## src/sv/bms_pkg.sv

```systemverilog
// shared sizes, register codes and the scan position record of the majority smoother
package bms_pkg;

  // largest map the column stores are sized for
  localparam int MAX_WIDTH  = 1024;
  localparam int MAX_HEIGHT = 1024;

  // position counters and the clamped size values
  localparam int COL_W = $clog2(MAX_WIDTH);
  localparam int ROW_W = $clog2(MAX_HEIGHT);
  localparam int DIM_W = ((COL_W > ROW_W) ? COL_W : ROW_W) + 1;

  // configuration port
  localparam int CFG_W     = 11;
  localparam int CFG_IDX_W = 2;
  localparam logic [CFG_IDX_W-1:0] REG_IMAGE_WIDTH  = CFG_IDX_W'(0);
  localparam logic [CFG_IDX_W-1:0] REG_IMAGE_HEIGHT = CFG_IDX_W'(1);

  // width of the column and row fields of a result word
  localparam int IDX_W = 10;

  // position of the pixel at the input and what it will cause
  typedef struct packed {
    logic [COL_W-1:0] col;
    logic [ROW_W-1:0] row;
    logic             bank;        // bank the arriving column is written into
    logic             has_smooth;  // pixel of the column before is emitted
    logic             border;      // that pixel sits on the map border
    logic             has_pass;    // pixel is on the last column, emitted at once
    logic             frame_end;   // last row of the column
  } scan_pos_t;

endpackage

```

## src/sv/bms_in_if.sv

```systemverilog
// handshake channel that carries one raw noise bit per word
interface bms_in_if;
  logic valid;
  logic ready;
  logic noise_bit;

  modport source (output valid, output noise_bit, input ready);
  modport sink   (input valid, input noise_bit, output ready);
endinterface

```

## src/sv/bms_out_if.sv

```systemverilog
// handshake channel that carries one smoothed pixel word
interface bms_out_if import bms_pkg::*; ();
  logic             valid;
  logic             ready;
  logic             pixel_value;
  logic [IDX_W-1:0] column_index;
  logic [IDX_W-1:0] row_index;
  logic             last_of_run;
  logic             frame_end;

  modport source (output valid, output pixel_value, output column_index, output row_index,
                  output last_of_run, output frame_end, input ready);
  modport sink   (input valid, input pixel_value, input column_index, input row_index,
                  input last_of_run, input frame_end, output ready);
endinterface

```

## src/sv/bms_vote.sv

```systemverilog
// input register, five point majority vote and result register
module bms_vote import bms_pkg::*; (
  input  logic             clk,
  input  logic             rst_n,
  bms_in_if.sink           in_ch,
  bms_out_if.source        out_ch,
  input  scan_pos_t        pos,
  input  logic             restart,
  input  logic             raw_centre,
  input  logic             raw_below,
  input  logic             smoothed_left,
  output logic             sm_wr_en,
  output logic [ROW_W-1:0] sm_wr_row,
  output logic             sm_wr_bit
);

  // input register, aligned with the store read data
  logic      s1_valid_r;
  scan_pos_t s1_pos_r;
  logic      s1_bit_r;

  // result register: up to two pending words per pixel
  logic             ob_smooth_r, ob_pass_r;
  logic             ob_val_r, ob_bit_r, ob_fend_r;
  logic [COL_W-1:0] ob_col_r;
  logic [ROW_W-1:0] ob_row_r;

  logic             up_nb_r;

  logic [2:0]       sum;
  logic             vote;
  logic             ob_free, advance, accept, out_take;
  logic [COL_W-1:0] col_sel;

  // majority of centre, up, down, left and right
  assign sum  = 3'(raw_centre) + 3'(up_nb_r) + 3'(raw_below) + 3'(smoothed_left)
              + 3'(s1_bit_r);
  assign vote = s1_pos_r.border ? raw_centre : (sum >= 3'd3);

  // handshake between the stages
  assign out_take     = out_ch.valid && out_ch.ready;
  assign ob_free      = !(ob_smooth_r || ob_pass_r) ||
                        (out_ch.ready && (ob_smooth_r ^ ob_pass_r));
  assign advance      = s1_valid_r && ob_free;
  assign in_ch.ready  = !s1_valid_r || advance;
  assign accept       = in_ch.valid && in_ch.ready;

  // smoothed value goes back into the column memory
  assign sm_wr_en  = advance && s1_pos_r.has_smooth;
  assign sm_wr_row = s1_pos_r.row;
  assign sm_wr_bit = vote;

  // input register
  always_ff @(posedge clk) begin
    if (!rst_n) begin
      s1_valid_r <= 1'b0;
    end else if (accept) begin
      s1_valid_r <= 1'b1;
    end else if (advance) begin
      s1_valid_r <= 1'b0;
    end
  end

  always_ff @(posedge clk) begin
    if (accept) begin
      s1_pos_r <= pos;
      s1_bit_r <= in_ch.noise_bit;
    end
  end

  // pending flags of the result register
  always_ff @(posedge clk) begin
    if (!rst_n) begin
      ob_smooth_r <= 1'b0;
      ob_pass_r   <= 1'b0;
    end else if (advance) begin
      ob_smooth_r <= s1_pos_r.has_smooth;
      ob_pass_r   <= s1_pos_r.has_pass;
    end else if (out_take) begin
      if (ob_smooth_r) ob_smooth_r <= 1'b0;
      else ob_pass_r <= 1'b0;
    end
  end

  always_ff @(posedge clk) begin
    if (advance) begin
      ob_val_r  <= vote;
      ob_bit_r  <= s1_bit_r;
      ob_fend_r <= s1_pos_r.frame_end;
      ob_col_r  <= s1_pos_r.col;
      ob_row_r  <= s1_pos_r.row;
    end
  end

  // last smoothed value, the up neighbour of the next pixel
  always_ff @(posedge clk) begin
    if (!rst_n) begin
      up_nb_r <= 1'b0;
    end else if (restart) begin
      up_nb_r <= 1'b0;
    end else if (sm_wr_en) begin
      up_nb_r <= vote;
    end
  end

  // smoothed word of the column before goes out ahead of the passed-through one
  assign col_sel             = ob_smooth_r ? (ob_col_r - COL_W'(1)) : ob_col_r;
  assign out_ch.valid        = ob_smooth_r || ob_pass_r;
  assign out_ch.pixel_value  = ob_smooth_r ? ob_val_r : ob_bit_r;
  assign out_ch.column_index = IDX_W'(col_sel);
  assign out_ch.row_index    = IDX_W'(ob_row_r);
  assign out_ch.last_of_run  = !(ob_smooth_r && ob_pass_r);
  assign out_ch.frame_end    = !ob_smooth_r && ob_fend_r;

endmodule

```

## src/flat_wrapper.sv

```systemverilog
// flat-port wrapper written by rule: the top's interface ports become plain ports
module bms_vote_flat import bms_pkg::*;
  (clk, rst_n, pos, restart, raw_centre, raw_below, smoothed_left, sm_wr_en, sm_wr_row, sm_wr_bit, in_ch_valid, in_ch_noise_bit, in_ch_ready, out_ch_valid, out_ch_pixel_value, out_ch_column_index, out_ch_row_index, out_ch_last_of_run, out_ch_frame_end, out_ch_ready);
  bms_in_if in_ch_i ();
  bms_out_if out_ch_i ();
  input  logic clk;
  input  logic rst_n;
  input  scan_pos_t pos;
  input  logic restart;
  input  logic raw_centre;
  input  logic raw_below;
  input  logic smoothed_left;
  output logic sm_wr_en;
  output logic [ROW_W-1:0] sm_wr_row;
  output logic sm_wr_bit;
  input wire logic [$bits(in_ch_i.valid)-1:0] in_ch_valid;
  input wire logic [$bits(in_ch_i.noise_bit)-1:0] in_ch_noise_bit;
  output wire logic [$bits(in_ch_i.ready)-1:0] in_ch_ready;
  output wire logic [$bits(out_ch_i.valid)-1:0] out_ch_valid;
  output wire logic [$bits(out_ch_i.pixel_value)-1:0] out_ch_pixel_value;
  output wire logic [$bits(out_ch_i.column_index)-1:0] out_ch_column_index;
  output wire logic [$bits(out_ch_i.row_index)-1:0] out_ch_row_index;
  output wire logic [$bits(out_ch_i.last_of_run)-1:0] out_ch_last_of_run;
  output wire logic [$bits(out_ch_i.frame_end)-1:0] out_ch_frame_end;
  input wire logic [$bits(out_ch_i.ready)-1:0] out_ch_ready;
  assign in_ch_i.valid = in_ch_valid;
  assign in_ch_i.noise_bit = in_ch_noise_bit;
  assign in_ch_ready = in_ch_i.ready;
  assign out_ch_valid = out_ch_i.valid;
  assign out_ch_pixel_value = out_ch_i.pixel_value;
  assign out_ch_column_index = out_ch_i.column_index;
  assign out_ch_row_index = out_ch_i.row_index;
  assign out_ch_last_of_run = out_ch_i.last_of_run;
  assign out_ch_frame_end = out_ch_i.frame_end;
  assign out_ch_i.ready = out_ch_ready;
  bms_vote u_core (.clk(clk), .rst_n(rst_n), .in_ch(in_ch_i), .out_ch(out_ch_i), .pos(pos), .restart(restart), .raw_centre(raw_centre), .raw_below(raw_below), .smoothed_left(smoothed_left), .sm_wr_en(sm_wr_en), .sm_wr_row(sm_wr_row), .sm_wr_bit(sm_wr_bit));
endmodule
```

## config.mk

```make
export PLATFORM = sky130hd
export DESIGN_NAME = bms_vote_flat
export DESIGN_NICKNAME = d
export VERILOG_FILES = /design/src/sv/bms_pkg.sv /design/src/sv/bms_in_if.sv /design/src/sv/bms_out_if.sv /design/src/sv/bms_vote.sv /design/src/flat_wrapper.sv
export SDC_FILE = /design/constraint.sdc
export NUM_CORES = 1
export LEC_CHECK = 0
export BUFFER_PORTS_ARGS = -buffer_cell sky130_fd_sc_hd__clkbuf_2
export CAP_MARGIN = 20
export CORE_MARGIN = 2
export CORE_UTILIZATION = 38
export CTS_BUF_LIST = sky130_fd_sc_hd__clkbuf_4 sky130_fd_sc_hd__clkbuf_8 sky130_fd_sc_hd__clkbuf_16
export DETAILED_ROUTE_END_ITERATION = 10
export SKIP_CTS_REPAIR_TIMING = 1
export SLEW_MARGIN = 20
export SYNTH_ARGS = -nofsm -noshare
export SYNTH_HDL_FRONTEND = slang
export SYNTH_SLANG_ARGS = --single-unit
```

## constraint.sdc

```tcl
create_clock -name clk -period 3.3 [get_ports clk]
set_input_delay 0.165 -clock clk [delete_from_list [all_inputs] [get_ports clk]]
set_output_delay 0.165 -clock clk [all_outputs]
set_load 0.1 [all_outputs]
```

==> results.md <==
Run status:
- The run finished with clean final reports.

Floorplanning:
- In this run the count of I/O pins placed on the die edge is 71.
- The total number of placement rows is 26.
- The area of the core is 5200 um^2.
- Measured along the x axis, the die boundary spans ~78 um.
- For this configuration, the core starts out at a cell density of 0.401.
- The overall die height is 78.1 um.
- The area enclosed by the die boundary is 6100 um^2.

Route:
- In the routed layout, each cell is associated on average with a via count of 4.41.
- The routed wire length is 3.47 mm.
- The first routing iteration left 40 violations.
- The post-route antenna net violation count is 0.
- The via total after detailed routing is ~1.2k.
- After detailed routing, the number of remaining DRC violations is 0.
- The number of detailed-route iterations in the first pass is 4.
- Dividing the detail-routed wire length by the instance count gives 13.1 um.

GRT:
- The first global-routing pass estimated 5.68 mm of wire.
- The via count of the first global-routing pass came to 1236.
- The aggregate global-route resource usage is 0.123.
- The number of antenna violations at the first check in global routing is 0.
- The pin count of the biggest net entering global routing is 26.
- The total overflow left after global routing is 0.

Placed design:
- At the end of routability-driven placement, the weighted congestion stood at just over 0.7.
- The number of buffers added on ports is 69.
- The sum of net half-perimeters after detailed placement is 2.76 mm.

Power and ir drop:
- The design internal power is 0.00105 W.
- The share of total power dissipated in combinational logic is 0.205.
- The maximum ir drop on the vdd rail is 0.379 mV.
- The share of total power dissipated in the clock network is 0.278.
- The leakage power summed over all cells is between 1 and 1.5 nW.
- The share of total power dissipated in sequential elements is 0.517.
- Power spread over the standard cell area amounts to 592 nW/um^2.
- The switching power as a share of total power is 0.307.
- The switching component of the power is 0.000466 W.

Cells and area:
- The filler cells instantiated in the layout total 476.
- The diode insertion count for antenna repair is 0.
- The most common cell after layout, fill and taps aside is sky130_fd_sc_hd__clkbuf_2.
- In the layout the commonest cells are sky130_fd_sc_hd__clkbuf_2 (69), sky130_fd_sc_hd__edfxtp_1 (48), sky130_fd_sc_hd__inv_1 (15), sky130_fd_sc_hd__xor2_1 (7).
- Of the cells placed in the final design, the portion with a size suffix greater than 1 is 0.434.
- Relative to the synthesized area, the layout overhead comes to 22.8%.
- The net count of the finished layout is around 240.

Synthesis:
- The mapped netlist covers 2090 um^2.
- The sequential area share after synthesis is 0.729.
- In the synthesized netlist the dominant register cell turns out to be sky130_fd_sc_hd__edfxtp_1.
- After synthesis, the cell types taking the most area are sky130_fd_sc_hd__edfxtp_1 (69%), sky130_fd_sc_hd__dfxtp_1 (3.8%), sky130_fd_sc_hd__buf_4 (3.6%).
- The share of flip-flops with an asynchronous set or reset is 0.
- The number of enable-type register cells in the synthesized netlist is 48.
- The post-synthesis instance total is about 130.
- The number of nets in the synthesized netlist is 170.
- The fraction of synthesized cell area taken by the top area cell type is 0.691.
- sky130_fd_sc_hd__edfxtp_1 takes more of the synthesized area than any other cell.
- In this run the mean area of a mapped cell was 16.2 um^2.
- After synthesis, the netlist uses 31 different library cells.
- Yosys printed 0 warnings.
- The number of synthesized register bits is 52.

Setup path:
- The worst setup path is launched from a flop.
- The setup path with the least slack is of type flop to output pin.
- The maximum fanout count along the critical path is 2.
- The required time of the worst setup path is 3130 ps.
- The worst register-to-register path ends at u_core.ob_val_r.
- The data arrival time of the critical path is 2910 ps.
- STA classifies the critical path endpoint as an output pin.
- For flop-to-flop paths, the worst setup slack is 910 ps.
- The number of cell instances on the worst register-to-register path is 9.
- The startpoint of the lowest-slack register-to-register path is u_core.up_nb_r.

CTS:
- The clock passes through at most 2 buffers.
- CTS saw 52 sinks.
- Clock latency on the worst-skew pair, taken at its later pin, is 290 ps.
- Clock tree synthesis selected as its root buffer the cell sky130_fd_sc_hd__clkbuf_8.
- Clock-pin slew was measured on the worst setup and hold paths at 90 ps.
- The H-tree generated during clock tree synthesis spans 2 levels.
- The clock tree from TritonCTS is done.
- Clock tree synthesis inserted a total of 5 buffers.

Timing:
- Final hold analysis gives a worst-case slack of 38.7 ps.
- The number of pins with negative max-slew slack in the final report is 0.
- Measured against its own limit, the worst slew margin works out to 0.506.
- The worst path needs 3070 ps of the cycle, external delays included.
- Derived from the worst setup path, the maximum achievable clock frequency is 325 MHz.
- The count of endpoints failing hold in the final timing report is 0.
- For the final routed database, the setup TNS stands at 0 ps.
- Setup repair after global routing left no endpoint under its margin.
- Of the available clock period, the critical path in the final layout requires 0.931.
- Setup violations remaining at the end of the flow were counted as 0.
- At the pin with the least slew margin, the transition time is 741 ps.
- The setup clock skew after layout is 5.69 ps.

Worst hold path:
- The worst hold path terminates at u_core.s1_pos_r[20].
- The startpoint identified for the worst hold timing path is pos[20].
- The worst hold path belongs to the class input pin to flop.
- Counting instances, the worst hold path has a depth of 1.

Run:
- The tool flagged a number of max-cap violations equal to 0.
power groups by stage:
stage,clock [W],combinational [W],sequential [W]
2_1_floorplan,0,0.000218,0.000842
3_3_place_gp,0,0.000306,0.000799
3_5_place_dp,0,0.000314,0.000802
4_1_cts,0.000438,0.000314,0.000787
5_1_grt,0.000467,0.000325,0.000791
6_report,0.000422,0.000311,0.000785
Yosys cell counts, types with 2 or more instances:
cell type / instances
sky130_fd_sc_hd__fa_1: 2
sky130_fd_sc_hd__edfxtp_1: 48
sky130_fd_sc_hd__xnor2_1: 2
sky130_fd_sc_hd__dfxtp_1: 4
sky130_fd_sc_hd__a21oi_1: 3
sky130_fd_sc_hd__buf_4: 10
sky130_fd_sc_hd__nor2_1: 4
sky130_fd_sc_hd__nand2b_1: 2
sky130_fd_sc_hd__nor2b_1: 4
sky130_fd_sc_hd__nand2_1: 3
sky130_fd_sc_hd__a21boi_0: 2
sky130_fd_sc_hd__inv_1: 15
sky130_fd_sc_hd__ha_1: 5
sky130_fd_sc_hd__nand3_1: 2
sky130_fd_sc_hd__xor2_1: 7
routing by layer:
layer / share of wire / GRT usage / routed length, um
met5: 0 / 0 / 0
met4: 0.0014 / 0.0474 / 5
met3: 0.072 / 0.0552 / 250
met2: 0.57 / 0.222 / 1970
met1: 0.36 / 0.124 / 1240
worst max-delay path by stage:
stage                               from              end  slack, ps  cells past startpoint
after detailed placement  u_core.up_nb_r        sm_wr_bit        550                     10
after global routing      u_core.up_nb_r        sm_wr_bit        100                     10
after global placement    u_core.up_nb_r        sm_wr_bit        660                     10
final                     u_core.up_nb_r        sm_wr_bit        230                     10
after CTS                 u_core.up_nb_r        sm_wr_bit        200                     10
after floorplan           u_core.up_nb_r  u_core.ob_val_r        300                      9
worst max-delay path, cell delays in order, from the launching register on:
cell	delay, ps
sky130_fd_sc_hd__dfxtp_1	320
sky130_fd_sc_hd__ha_1	260
sky130_fd_sc_hd__inv_1	50
sky130_fd_sc_hd__fa_1	480
sky130_fd_sc_hd__inv_1	50
sky130_fd_sc_hd__ha_1	180
sky130_fd_sc_hd__inv_1	60
sky130_fd_sc_hd__fa_1	410
sky130_fd_sc_hd__nor2b_1	160
sky130_fd_sc_hd__o31a_1	170
sky130_fd_sc_hd__clkbuf_2	460
flip-flops by register name (all words and copies together), names as in the netlist:
register	count
u_core.ob_bit_r	1
u_core.ob_col_r	10
u_core.ob_fend_r	1
u_core.ob_pass_r	1
u_core.ob_smooth_r	1
u_core.ob_val_r	1
u_core.out_ch.row_index	10
u_core.s1_bit_r	1
u_core.s1_pos_r	14
u_core.s1_valid_r	1
u_core.sm_wr_row	10
u_core.up_nb_r	1
layout make-up:
cell class              instances  area [um^2]  area share
repair buffers                 70          353       0.138
clock inverters                 2         35.0      0.0137
well taps                      70         87.6      0.0342
flip-flops and latches         52         1520       0.594
multi-input cells              51          433       0.169
clock buffers                   6         76.3      0.0298
inverters                      15         56.3      0.0220
per-stage QoR:
stage	total power [W]	std cells	setup slack [ps]	utilization	instance area, um^2
2_1_floorplan	0.00106	129	300	-	2090
3_3_place_gp	0.00110	258	664	0.471	2450
3_5_place_dp	0.00112	258	549	0.471	2450
4_1_cts	0.00154	266	199	0.492	2560
5_1_grt	0.00158	266	102	0.492	2560
6_report	0.00152	266	227	0.492	2560
cell families after synthesis:
group,Yosys count,synth area share
flip-flops,52,0.729
multiplexers,2,0.0102
AND/OR/NAND/NOR,23,0.0743
AO/OA/AOI/OAI,10,0.0342
XOR/XNOR,9,0.0378
adder cells (fa/ha/maj),7,0.0492
buffers and inverters,26,0.0653
No activity file was read; power rests on OpenSTA's default activity.
