**src/sv/bms_pkg.sv**
```systemverilog
// shared sizes, register codes and the scan position record of the majority smoother
package bms_pkg;

  // largest map the column stores are sized for
  localparam int MAX_WIDTH  = 1024;
  localparam int MAX_HEIGHT = 1024;

  // position counters and the clamped size values
  localparam int COL_W = $clog2(MAX_WIDTH);
  localparam int ROW_W = $clog2(MAX_HEIGHT);
  localparam int DIM_W = ((COL_W > ROW_W) ? COL_W : ROW_W) + 1;

  // configuration port
  localparam int CFG_W     = 11;
  localparam int CFG_IDX_W = 2;
  localparam logic [CFG_IDX_W-1:0] REG_IMAGE_WIDTH  = CFG_IDX_W'(0);
  localparam logic [CFG_IDX_W-1:0] REG_IMAGE_HEIGHT = CFG_IDX_W'(1);

  // width of the column and row fields of a result word
  localparam int IDX_W = 10;

  // position of the pixel at the input and what it will cause
  typedef struct packed {
    logic [COL_W-1:0] col;
    logic [ROW_W-1:0] row;
    logic             bank;        // bank the arriving column is written into
    logic             has_smooth;  // pixel of the column before is emitted
    logic             border;      // that pixel sits on the map border
    logic             has_pass;    // pixel is on the last column, emitted at once
    logic             frame_end;   // last row of the column
  } scan_pos_t;

endpackage

```
**src/sv/bms_ctrl.sv**
```systemverilog
// size registers and scan position counters
module bms_ctrl import bms_pkg::*; (
  input  logic                 clk,
  input  logic                 rst_n,
  input  logic                 cfg_wr_en,
  input  logic [CFG_IDX_W-1:0] cfg_index,
  input  logic [CFG_W-1:0]     cfg_wdata,
  input  logic                 accept,
  output scan_pos_t            pos,
  output logic                 restart
);

  logic [CFG_W-1:0] width_r, height_r;
  logic [COL_W-1:0] col_r, col_nxt;
  logic [ROW_W-1:0] row_r, row_nxt;
  logic             bank_r, bank_nxt;

  logic [DIM_W-1:0] w, h;
  logic [COL_W-1:0] x;
  logic [ROW_W-1:0] y;
  logic [DIM_W-1:0] x_inc, y_inc;

  // zero acts as one, anything above the store size acts as the maximum
  function automatic logic [DIM_W-1:0] clamp_size(input logic [CFG_W-1:0] v, input int maxv);
    logic [DIM_W-1:0] r;
    if (v == '0) r = DIM_W'(1);
    else if (int'(v) > maxv) r = DIM_W'(maxv);
    else r = DIM_W'(v);
    return r;
  endfunction

  assign w = clamp_size(width_r, MAX_WIDTH);
  assign h = clamp_size(height_r, MAX_HEIGHT);

  // current position, folded back into the map
  assign x     = (DIM_W'(col_r) >= w) ? '0 : col_r;
  assign y     = (DIM_W'(row_r) >= h) ? '0 : row_r;
  assign x_inc = DIM_W'(x) + DIM_W'(1);
  assign y_inc = DIM_W'(y) + DIM_W'(1);

  // what the pixel at the input causes
  always_comb begin
    pos.col        = x;
    pos.row        = y;
    pos.bank       = bank_r;
    pos.has_smooth = (x != '0);
    pos.border     = (x == COL_W'(1)) || (y == '0) || (y_inc >= h);
    pos.has_pass   = (x_inc == w);
    pos.frame_end  = (y_inc == h);
  end

  assign restart = cfg_wr_en &&
                   ((cfg_index == REG_IMAGE_WIDTH) || (cfg_index == REG_IMAGE_HEIGHT));

  // scan order: row inner, column outer; banks swap at each column end
  always_comb begin
    col_nxt  = col_r;
    row_nxt  = row_r;
    bank_nxt = bank_r;
    if (restart) begin
      col_nxt = '0;
      row_nxt = '0;
    end else if (accept) begin
      if (y_inc >= h) begin
        row_nxt  = '0;
        bank_nxt = ~bank_r;
        col_nxt  = (x_inc >= w) ? '0 : COL_W'(x_inc);
      end else begin
        row_nxt = ROW_W'(y_inc);
        col_nxt = x;
      end
    end
  end

  always_ff @(posedge clk) begin
    if (!rst_n) begin
      width_r  <= CFG_W'(1024);
      height_r <= CFG_W'(1024);
      col_r    <= '0;
      row_r    <= '0;
      bank_r   <= 1'b0;
    end else begin
      if (cfg_wr_en && (cfg_index == REG_IMAGE_WIDTH)) width_r <= cfg_wdata;
      if (cfg_wr_en && (cfg_index == REG_IMAGE_HEIGHT)) height_r <= cfg_wdata;
      col_r  <= col_nxt;
      row_r  <= row_nxt;
      bank_r <= bank_nxt;
    end
  end

endmodule

```
**config.mk**
```make
export PLATFORM = sky130hd
export DESIGN_NAME = bms_ctrl
export DESIGN_NICKNAME = d
export VERILOG_FILES = /design/src/sv/bms_pkg.sv /design/src/sv/bms_ctrl.sv
export SDC_FILE = /design/constraint.sdc
export NUM_CORES = 1
export LEC_CHECK = 0
export BUFFER_PORTS_ARGS = -buffer_cell sky130_fd_sc_hd__buf_4
export CAP_MARGIN = 20
export CORE_ASPECT_RATIO = 1.25
export CORE_MARGIN = 3
export CORE_UTILIZATION = 50
export CTS_CLUSTER_DIAMETER = 30
export CTS_CLUSTER_SIZE = 24
export DETAILED_ROUTE_END_ITERATION = 16
export PLACE_DENSITY = 0.82
export SKIP_LAST_GASP = 1
export SLEW_MARGIN = 10
export SYNTH_ARGS = -nofsm -noshare
export SYNTH_HDL_FRONTEND = slang
export SYNTH_SLANG_ARGS = --single-unit
```
**constraint.sdc**
```tcl
create_clock -name clk -period 7.29 [get_ports clk]
set_clock_uncertainty 0.1 [all_clocks]
set_input_delay 1.458 -clock clk [delete_from_list [all_inputs] [get_ports clk]]
set_output_delay 1.458 -clock clk [all_outputs]
set_load 0.005 [all_outputs]
```
==> impl_metrics.toml, run 1 <==
[layout]
final_nets = 550
antenna_cells = 0
area.growth.synth_to_final_pct = 13.7
layout-drive-gt1-share = 0.123
fin_cells = 574

[sta]
tightest_slew_ps = 717
fmax_ghz = 0.154
setup_slack_ps = 792
finalCritPeriodShare = 0.891
period_needed_ps = 6500
holdWs_ps = 382
relSlewSlack = 0.520
drv_slew = 0
setup_viol = 0
hold_viol = 0
finalSetupTns_ps = 0
rsz0062_at_grt = "false"

[grt]
grt_pass1_vias = 3208
grt_util_all_layers = 0.236
grt_start_max_net_pins = 25
grt-ovfl-total = 0
grt_pass1_wl_um = 15000
antenna_found_initial = 0

[pwr]
p_seq_frac = 0.481
clockPowerShare = 0.378
switching_power_uw = 137
combPwrFrac = 0.141
power.density_nw_per_um2 = 130
vdd_ir_drop_max_v = 0.000123
p_int_uw = 371
p_total_uw = 508
p_leak_nw = 1.69
p_sw_frac = 0.270

[synth]
ys_seq_elements = 43
syn_area_um2 = 3430
synth-edff-count = 0
ys_warn_count = 0
syn-num-nets = 517
synth_cells = 453
synthFlopType = "dfxtp_1"
postSynthAreaPerCell_um2 = 7.56
synth.yosys.seq_area_share = 0.251
synth.distinct_cells = 47
async_flop_share = 0

[critical_path]
crit_path_cell_trace = "nor4_1 -> a31oi_1 -> nor2_1 -> ha_1 -> nand3b_1 -> a21oi_1 -> o31a_1 -> o21ai_1 -> buf_4 -> nand2_1 -> inv_1 -> ha_1 -> and3_1 -> nand3_1 -> and2_1 -> o21a_1 -> ha_1 -> nand3_1 -> nor3_2 -> or3_4 -> a2111o_1 -> buf_4"
crit_path_top_delay_cell = "or3_4"
path_class = "reg2out"
crit_top_cell = "ha_1"
cp-startpoint = "height_r[6]$_SDFFE_PN0P_"
max_stage_delay_ps = 400
rr_startpoint = "height_r[6]$_SDFFE_PN0P_"
crit_required_ps = 5730
arrival_ps = 4940
cp-end-kind = "output port"
crit_path_start_kind = "flop"
path_max_fanout = 23

[cts]
clkSlewWorstSetupHoldPaths_ps = 90
cts-buffers-inserted = 5
cts_tree = "done"
htreeDepth = 2
clockBufferDepth = 2
cts_hold_buf = 0
cts_resized = 0
cts_setup_buffers = 0
cts-root-buf = "clkbuf_8"
insertion_delay_ps = 300
cts_sinks = 43

[route]
viasPerCell = 5.96
drt-wirelength-per-cell_um = 15.9
firstDrtPassIters = 4
drtIter0Drc = 121
antenna_left = 0
num_vias = 3419
drc = 0
drt_wl_total_um = 9100

[placement]
post-dp-hpwl_um = 7090
io_buffer_count = 42
post-place-ws_ps = 1170
globalplace.congestion = 0.944
place_inst = 566

[die]
rows = 33
dieArea_um2 = 7890
core_um2 = 6610
initial_core_util = 0.519
die_w_um = 80.0
dieHeight_um = 98.5
io_pins = 43

[worst_hold_path]
hold_path_class = "reg2reg"
hold_path_startpoint = "width_r[1]$_SDFFE_PN0P_"

[flow_run]
drv_cap = 0

[status]
outcome = "finished clean"
cells in the mapped netlist, drive strengths merged (2+ instances only):
cell	instances	area (µm²)
nand2	90	340
ha	47	588
dfxtp	43	861
nor2	35	134
a21boi	21	158
a21oi	21	109
inv	21	78.8
nand3	18	90.1
nand4	16	106
clkbuf	14	52.6
nor4	13	96.3
and2	12	75.1
o21ai	11	55.1
and3	9	56.3
nor3	8	45.0
a31oi	7	43.8
o211ai	7	52.6
a21o	6	45.0
nand2b	6	37.5
a211oi	5	37.5
o21a	5	37.5
o221ai	5	43.8
xor2	5	43.8
buf	4	28.8
nand3b	3	22.5
nor2b	3	18.8
xnor2	3	26.3
a211o	2	17.5
a22o	2	17.5
o2bb2ai	2	17.5
or4	2	15.0
power by group through the flow:
stage	clock network [mW]	registers, mW	logic [mW]
after detailed placement	0	0.250	0.0706
after CTS	0.194	0.244	0.0710
after global placement	0	0.250	0.0693
final	0.192	0.244	0.0716
after global routing	0.203	0.245	0.0797
after floorplan	0	0.249	0.0471
registers in the layout, indices dropped and copies added, names as in the netlist:
signal / count
row_r: 10
col_r: 10
height_r: 11
width_r: 11
bank_r: 1
worst max-delay path: cells and delay by family, from the launching register on:
kind	cells	cell delay (ps)
and+or+nand+nor	10	1910
DFF	1	330
buffers and inverters	3	520
AOI/OAI and AO/OA	6	1140
adders and majority gates	3	760
cells in the final DEF, fill, tap and decap left out, types with 6 or more instances in the layout:
master / netlist / final
a21boi_0: 21 / 21
a21o_1: 6 / 6
a21oi_1: 20 / 20
a31oi_1: 7 / 7
and2_1: 12 / 12
and3_1: 9 / 9
buf_4: 1 / 44
dfxtp_1: 43 / 43
ha_1: 47 / 47
inv_1: 21 / 21
nand2_1: 89 / 89
nand2b_1: 6 / 6
nand3_1: 18 / 18
nand4_1: 15 / 15
nor2_1: 34 / 34
nor3_1: 7 / 7
nor4_1: 12 / 12
o211ai_1: 7 / 7
o21ai_0: 8 / 8
per-stage QoR:
step | util | cell area, µm²
after floorplan | - | 3430
after global placement | 0.573 | 3780
after detailed placement | 0.573 | 3780
after CTS | 0.590 | 3900
after global routing | 0.590 | 3900
final | 0.590 | 3900
worst paths after layout:
check	endpoint	slack, ps	depth (start not counted)
worst max register to register	col_r[6]$_SDFFE_PP0P_	1890	23
worst max-delay path	pos[2]	790	22
worst min register to register	width_r[1]$_SDFFE_PN0P_	380	2
worst min-delay path	width_r[1]$_SDFFE_PN0P_	380	2
layout make-up:
| class | instances | area (µm²) |
|---|---|---|
| clock buffers | 5 | 68.8 |
| fillers | 644 | 2710 |
| inverters | 21 | 78.8 |
| well taps | 87 | 109 |
| multi-input cells | 371 | 2400 |
| repair buffers | 44 | 330 |
| clock inverters | 3 | 43.8 |
| flip-flops and latches | 43 | 861 |
cell families (layout without fill, tap and decap cells):
family	count (synthesis)	in the layout	share of synthesized area
buffers and inverters	39	73	0.0468
and+or+nand+nor	217	217	0.309
DFF	43	43	0.251
xor gates and xnor gates	8	8	0.0205
adders and majority gates	47	47	0.172
AOI/OAI and AO/OA	99	99	0.201
layer usage:
| layer | vias up | GRT usage | part of all wire |
|---|---|---|---|
| met4 | 0 | 0.108 | 0.041 |
| li1 | 1694 | - | - |
| met2 | 126 | 0.404 | 0.50 |
| met5 | - | 0 | 0 |
| met1 | 1568 | 0.289 | 0.40 |
| met3 | 31 | 0.0329 | 0.058 |
No activity file was read; power rests on OpenSTA's default activity.
==> run 2, diff against run 1 <==
--- a/config.mk
+++ b/config.mk
@@ -13,6 +13,7 @@
 export CTS_CLUSTER_DIAMETER = 30
 export CTS_CLUSTER_SIZE = 24
 export DETAILED_ROUTE_END_ITERATION = 16
+export MAX_ROUTING_LAYER = met4
 export PLACE_DENSITY = 0.82
 export SKIP_LAST_GASP = 1
 export SLEW_MARGIN = 10
==> run 2 against run 1 <==
Net effect:
- core utilization unchanged
- cell count did not move
- largest cell class unchanged
- critical endpoint unchanged
- clock power hardly changed
- via count increased by 0.38%
- flip-flop and latch count did not move
- hold slack about the same
==> impl_metrics.toml, run 2 (synthesis results as in run 1) <==
[sta]
tightest_slew_ps = 710
fmax_ghz = 0.154
finalSetupTns_ps = 0
setup_slack_ps = 794
period_needed_ps = 6500
finalCritPeriodShare = 0.891
rsz0062_at_grt = "false"
relSlewSlack = 0.525
drv_slew = 0
hold_viol = 0
setup_viol = 0

[cts]
cts-buffers-inserted = 5
cts_resized = 0
clockBufferDepth = 2
cts_hold_buf = 0
cts_tree = "done"
htreeDepth = 2
clkSlewWorstSetupHoldPaths_ps = 90
cts_setup_buffers = 0
cts_sinks = 43
cts-root-buf = "clkbuf_8"
insertion_delay_ps = 300

[worst_hold_path]
hold_path_startpoint = "width_r[1]$_SDFFE_PN0P_"
hold_path_class = "reg2reg"
worstHoldEndpoint = "width_r[1]$_SDFFE_PN0P_"
hold_depth = 2

[critical_path]
r2r_slack_ps = 1880
r2r_cells = 23
r2r_end = "col_r[9]$_SDFFE_PP0P_"
crit_path_start_kind = "flop"
crit_required_ps = 5730
path_class = "reg2out"
rr_startpoint = "height_r[6]$_SDFFE_PN0P_"
arrival_ps = 4940
path_max_fanout = 23
cp-end-kind = "output port"

[placement]
io_buffer_count = 42
place_inst = 566
post_dp_cell_area_um2 = 3780
post-place-ws_ps = 1170
globalplace.congestion = 0.961
post-dp-hpwl_um = 7090

[grt]
grt-ovfl-total = 0
grt_start_max_net_pins = 25
antenna_found_initial = 0
grt_pass1_vias = 3205
grt_pass1_wl_um = 15000
grt_util_all_layers = 0.243

[route]
viasPerCell = 5.98
firstDrtPassIters = 4
drc = 0
drt_wl_total_um = 9080
num_vias = 3432
drt-wirelength-per-cell_um = 15.8
drtIter0Drc = 143
antenna_left = 0

[die]
die_w_um = 80.0
io_pins = 43
core_um2 = 6610
rows = 33
dieArea_um2 = 7890
dieHeight_um = 98.5
initial_core_util = 0.519

[layout]
area.growth.synth_to_final_pct = 13.7
final_common_cell = "nand2_1"
final_nets = 550
fill_cells = 644
layout.area.seq_um2 = 861
reg_top3 = "height_r (11), width_r (11)"
fin_cells = 574
fin_util = 0.590
design_area_um2 = 3900
final_cell_mix = "89 x nand2_1, 47 x ha_1, 44 x buf_4"
multiInputGateArea_um2 = 2400
antenna_cells = 0
layout-drive-gt1-share = 0.123

[pwr]
power.density_nw_per_um2 = 130
p_leak_nw = 1.69
vdd_ir_drop_max_v = 0.000123

[flow_run]
drv_cap = 0

[status]
outcome = "finished clean"
run 2: cell counts in the layout (fill, tap and decap cells not counted):
No cell type changed its count.
run 2: worst max-delay path by stage:
stage	from	to	slack, ps	cells after the start
2_1_floorplan	height_r[10]$_SDFFE_PN1P_	pos[2]	1380	21
3_3_place_gp	height_r[6]$_SDFFE_PN0P_	pos[2]	1320	22
3_5_place_dp	height_r[10]$_SDFFE_PN1P_	pos[2]	1170	21
4_1_cts	height_r[10]$_SDFFE_PN1P_	pos[2]	820	22
5_1_grt	height_r[6]$_SDFFE_PN0P_	pos[2]	460	23
6_report	height_r[6]$_SDFFE_PN0P_	pos[2]	790	23
run 2: power by group:
| group | switching, mW | internal [mW] |
|---|---|---|
| Sequential | 0.00449 | 0.240 |
| Combinational | 0.0429 | 0.0287 |
| Clock | 0.0882 | 0.102 |
| Total | 0.136 | 0.371 |
run 2: area by class of cell:
type,count,share of cell area
multi-input combinational,371,0.617
sequential,43,0.221
timing repair buffer,44,0.0848
tap,87,0.0279
inverter,21,0.0202
clock buffer,5,0.0177
clock inverter,3,0.0112
run 2: per-layer routing:
metal | track usage | vias up | part of all wire
met3 | 0.0320 | 29 | 0.062
met1 | 0.290 | 1570 | 0.40
met2 | 0.404 | 140 | 0.50
met4 | 0.108 | 0 | 0.038
li1 | - | 1693 | -
met5 | - | - | 0
run 2: per-stage QoR:
stage / power, mW / hold WS (ps)
after global placement: 0.319 / 370
after CTS: 0.509 / 384
after detailed placement: 0.321 / 376
after floorplan: 0.296 / 356
final: 0.506 / 382
after global routing: 0.528 / 405
run 2: critical path: stages, from the launching register on:
cell      delay, ps
dfxtp_1         330
nor4_1          310
a31oi_1         130
nor2_1          180
ha_1            170
nand3b_1        100
a21oi_1          70
o31a_1          290
o21ai_1         130
buf_4           260
nand2_1         110
inv_1           120
ha_1            270
and3_1          220
nand3_1         140
nor2_1          190
nor2b_1          90
o21a_1          200
ha_1            290
nand4_2         110
nor3_2           70
or3_4           400
a2111o_1        320
buf_4           140
==> run 3, diff against run 2 <==
--- a/config.mk
+++ b/config.mk
@@ -8,7 +8,7 @@
 export BUFFER_PORTS_ARGS = -buffer_cell sky130_fd_sc_hd__buf_4
 export CAP_MARGIN = 20
 export CORE_ASPECT_RATIO = 1.25
-export CORE_MARGIN = 3
+export CORE_MARGIN = 10
 export CORE_UTILIZATION = 50
 export CTS_CLUSTER_DIAMETER = 30
 export CTS_CLUSTER_SIZE = 24
@@ -16,7 +16,6 @@
 export MAX_ROUTING_LAYER = met4
 export PLACE_DENSITY = 0.82
 export SKIP_LAST_GASP = 1
-export SLEW_MARGIN = 10
 export SYNTH_ARGS = -nofsm -noshare
 export SYNTH_HDL_FRONTEND = slang
 export SYNTH_SLANG_ARGS = --single-unit
==> run 3 against run 2 <==
Net effect:
- total power increased by 2.7%
- cell count did not move
- first-iteration DRC count rose by 27%
- die area increased by 34%
- design area up 0.22%
- worst setup slack better by 57 ps
- core utilization rose by 0.13 points
- critical endpoint unchanged
- clock power is 7% higher
- hold slack gained 8.1 ps
- register-to-register slack got worse by 20 ps
- largest cell class unchanged
==> impl_metrics.toml, run 3 (synthesis results as in run 1) <==
[die]
dieArea_um2 = 10600
dieHeight_um = 113
rows = 33
initial_core_util = 0.519
core_um2 = 6610
die_w_um = 94.0
io_pins = 43

[layout]
area.growth.synth_to_final_pct = 14.0
final_common_cell = "nand2_1"
final_nets = 550
layout-drive-gt1-share = 0.123
reg_top3 = "height_r (11), width_r (11)"
fill_cells = 617
final_cell_mix = "89 x nand2_1, 47 x ha_1, 44 x buf_4"
design_area_um2 = 3910
antenna_cells = 0

[sta]
setup_viol = 0
period_needed_ps = 6440
finalSetupTns_ps = 0
fmax_ghz = 0.155
rsz0062_at_grt = "false"
drv_slew = 0
relSlewSlack = 0.542
tightest_slew_ps = 684
finalCritPeriodShare = 0.883
hold_viol = 0

[route]
antenna_left = 0
drtIter0Drc = 181
drt-wirelength-per-cell_um = 16.5
drt_wl_total_um = 9460
firstDrtPassIters = 5
drc = 0
viasPerCell = 6.06
num_vias = 3476

[grt]
grt_start_max_net_pins = 25
grt_pass1_wl_um = 15700
antenna_found_initial = 0
grt_pass1_vias = 3397
grt_util_all_layers = 0.183
grt-ovfl-total = 0

[cts]
cts_setup_buffers = 0
clockBufferDepth = 2
htreeDepth = 2
insertion_delay_ps = 310
clkSlewWorstSetupHoldPaths_ps = 80
cts_sinks = 43
cts-root-buf = "clkbuf_8"
cts_tree = "done"
cts_resized = 0
cts_hold_buf = 0
cts-buffers-inserted = 5

[placement]
io_buffer_count = 42
post-dp-hpwl_um = 7440
globalplace.congestion = 0.966
post_dp_cell_area_um2 = 3780

[critical_path]
r2r_end = "col_r[8]$_SDFFE_PP0P_"
path_class = "reg2out"
path_max_fanout = 23
r2r_cells = 23
arrival_ps = 4880
crit_required_ps = 5730
cp-end-kind = "output port"
rr_startpoint = "width_r[6]$_SDFFE_PN0P_"
crit_path_start_kind = "flop"
r2r_slack_ps = 1860

[worst_hold_path]
hold_path_startpoint = "height_r[0]$_SDFFE_PN0P_"
hold_path_class = "reg2reg"
hold_depth = 2
worstHoldEndpoint = "height_r[0]$_SDFFE_PN0P_"

[status]
outcome = "finished clean"

[pwr]
vdd_ir_drop_max_v = 0.000112
power.density_nw_per_um2 = 133
p_leak_nw = 1.69

[flow_run]
drv_cap = 0
-- run 3: layout make-up --
| type | instances | area [µm²] | area share |
|---|---|---|---|
| repair buffers | 44 | 330 | 0.0846 |
| flip-flops and latches | 43 | 861 | 0.220 |
| inverters | 21 | 78.8 | 0.0202 |
| clock buffers | 6 | 82.6 | 0.0211 |
| clock inverters | 2 | 38.8 | 0.00993 |
| multi-input cells | 371 | 2400 | 0.616 |
| well taps | 87 | 109 | 0.0279 |
-- run 3: routing by layer --
metal	routed length, µm	share of wire	track usage
met5	0	0	-
met4	382	0.040	0.0782
met3	674	0.071	0.0320
met2	4760	0.50	0.320
met1	3650	0.39	0.195
-- run 3: power breakdown --
part / leakage (nW) / switching, mW / total (mW) / internal, mW
clock: 0.0618 / 0.0906 / 0.203 / 0.113
sequential: 0.348 / 0.00464 / 0.245 / 0.240
combinational: 1.28 / 0.0431 / 0.0720 / 0.0289
-- run 3: critical path: stages (launching register included) --
cell and delay, ps:
dfxtp_1 330, inv_1 230, nand2_1 140, ha_1 310
a211oi_1 230, nor2_1 80, o31a_1 250, o21ai_1 120
buf_4 250, nand2_1 110, inv_1 120, ha_1 250
and3_1 220, nand3_1 140, nor2_1 170, nor2b_1 80
o21a_1 190, ha_1 300, nand4_2 110, nor3_2 80
or3_4 400, a2111o_1 320, buf_4 150
-- run 3: how the worst max path moves through the flow --
stage,from,endpoint,slack [ps],cells past startpoint
detailed placement,height_r[10]$_SDFFE_PN1P_,pos[2],1200,21
finish,height_r[10]$_SDFFE_PN1P_,pos[2],850,22
floorplan,height_r[10]$_SDFFE_PN1P_,pos[2],1380,21
CTS,height_r[10]$_SDFFE_PN1P_,pos[2],870,22
global route,height_r[10]$_SDFFE_PN1P_,pos[2],500,22
global placement,height_r[6]$_SDFFE_PN0P_,pos[2],1340,22
-- run 3: stage by stage --
stage	total power, mW	setup WS [ps]	hold WS, ps	utilization	instances
floorplan	0.296	1380	356	-	453
global placement	0.319	1340	370	0.573	566
detailed placement	0.321	1200	379	0.573	566
CTS	0.522	867	391	0.591	574
global route	0.540	503	412	0.591	574
finish	0.520	851	390	0.591	574
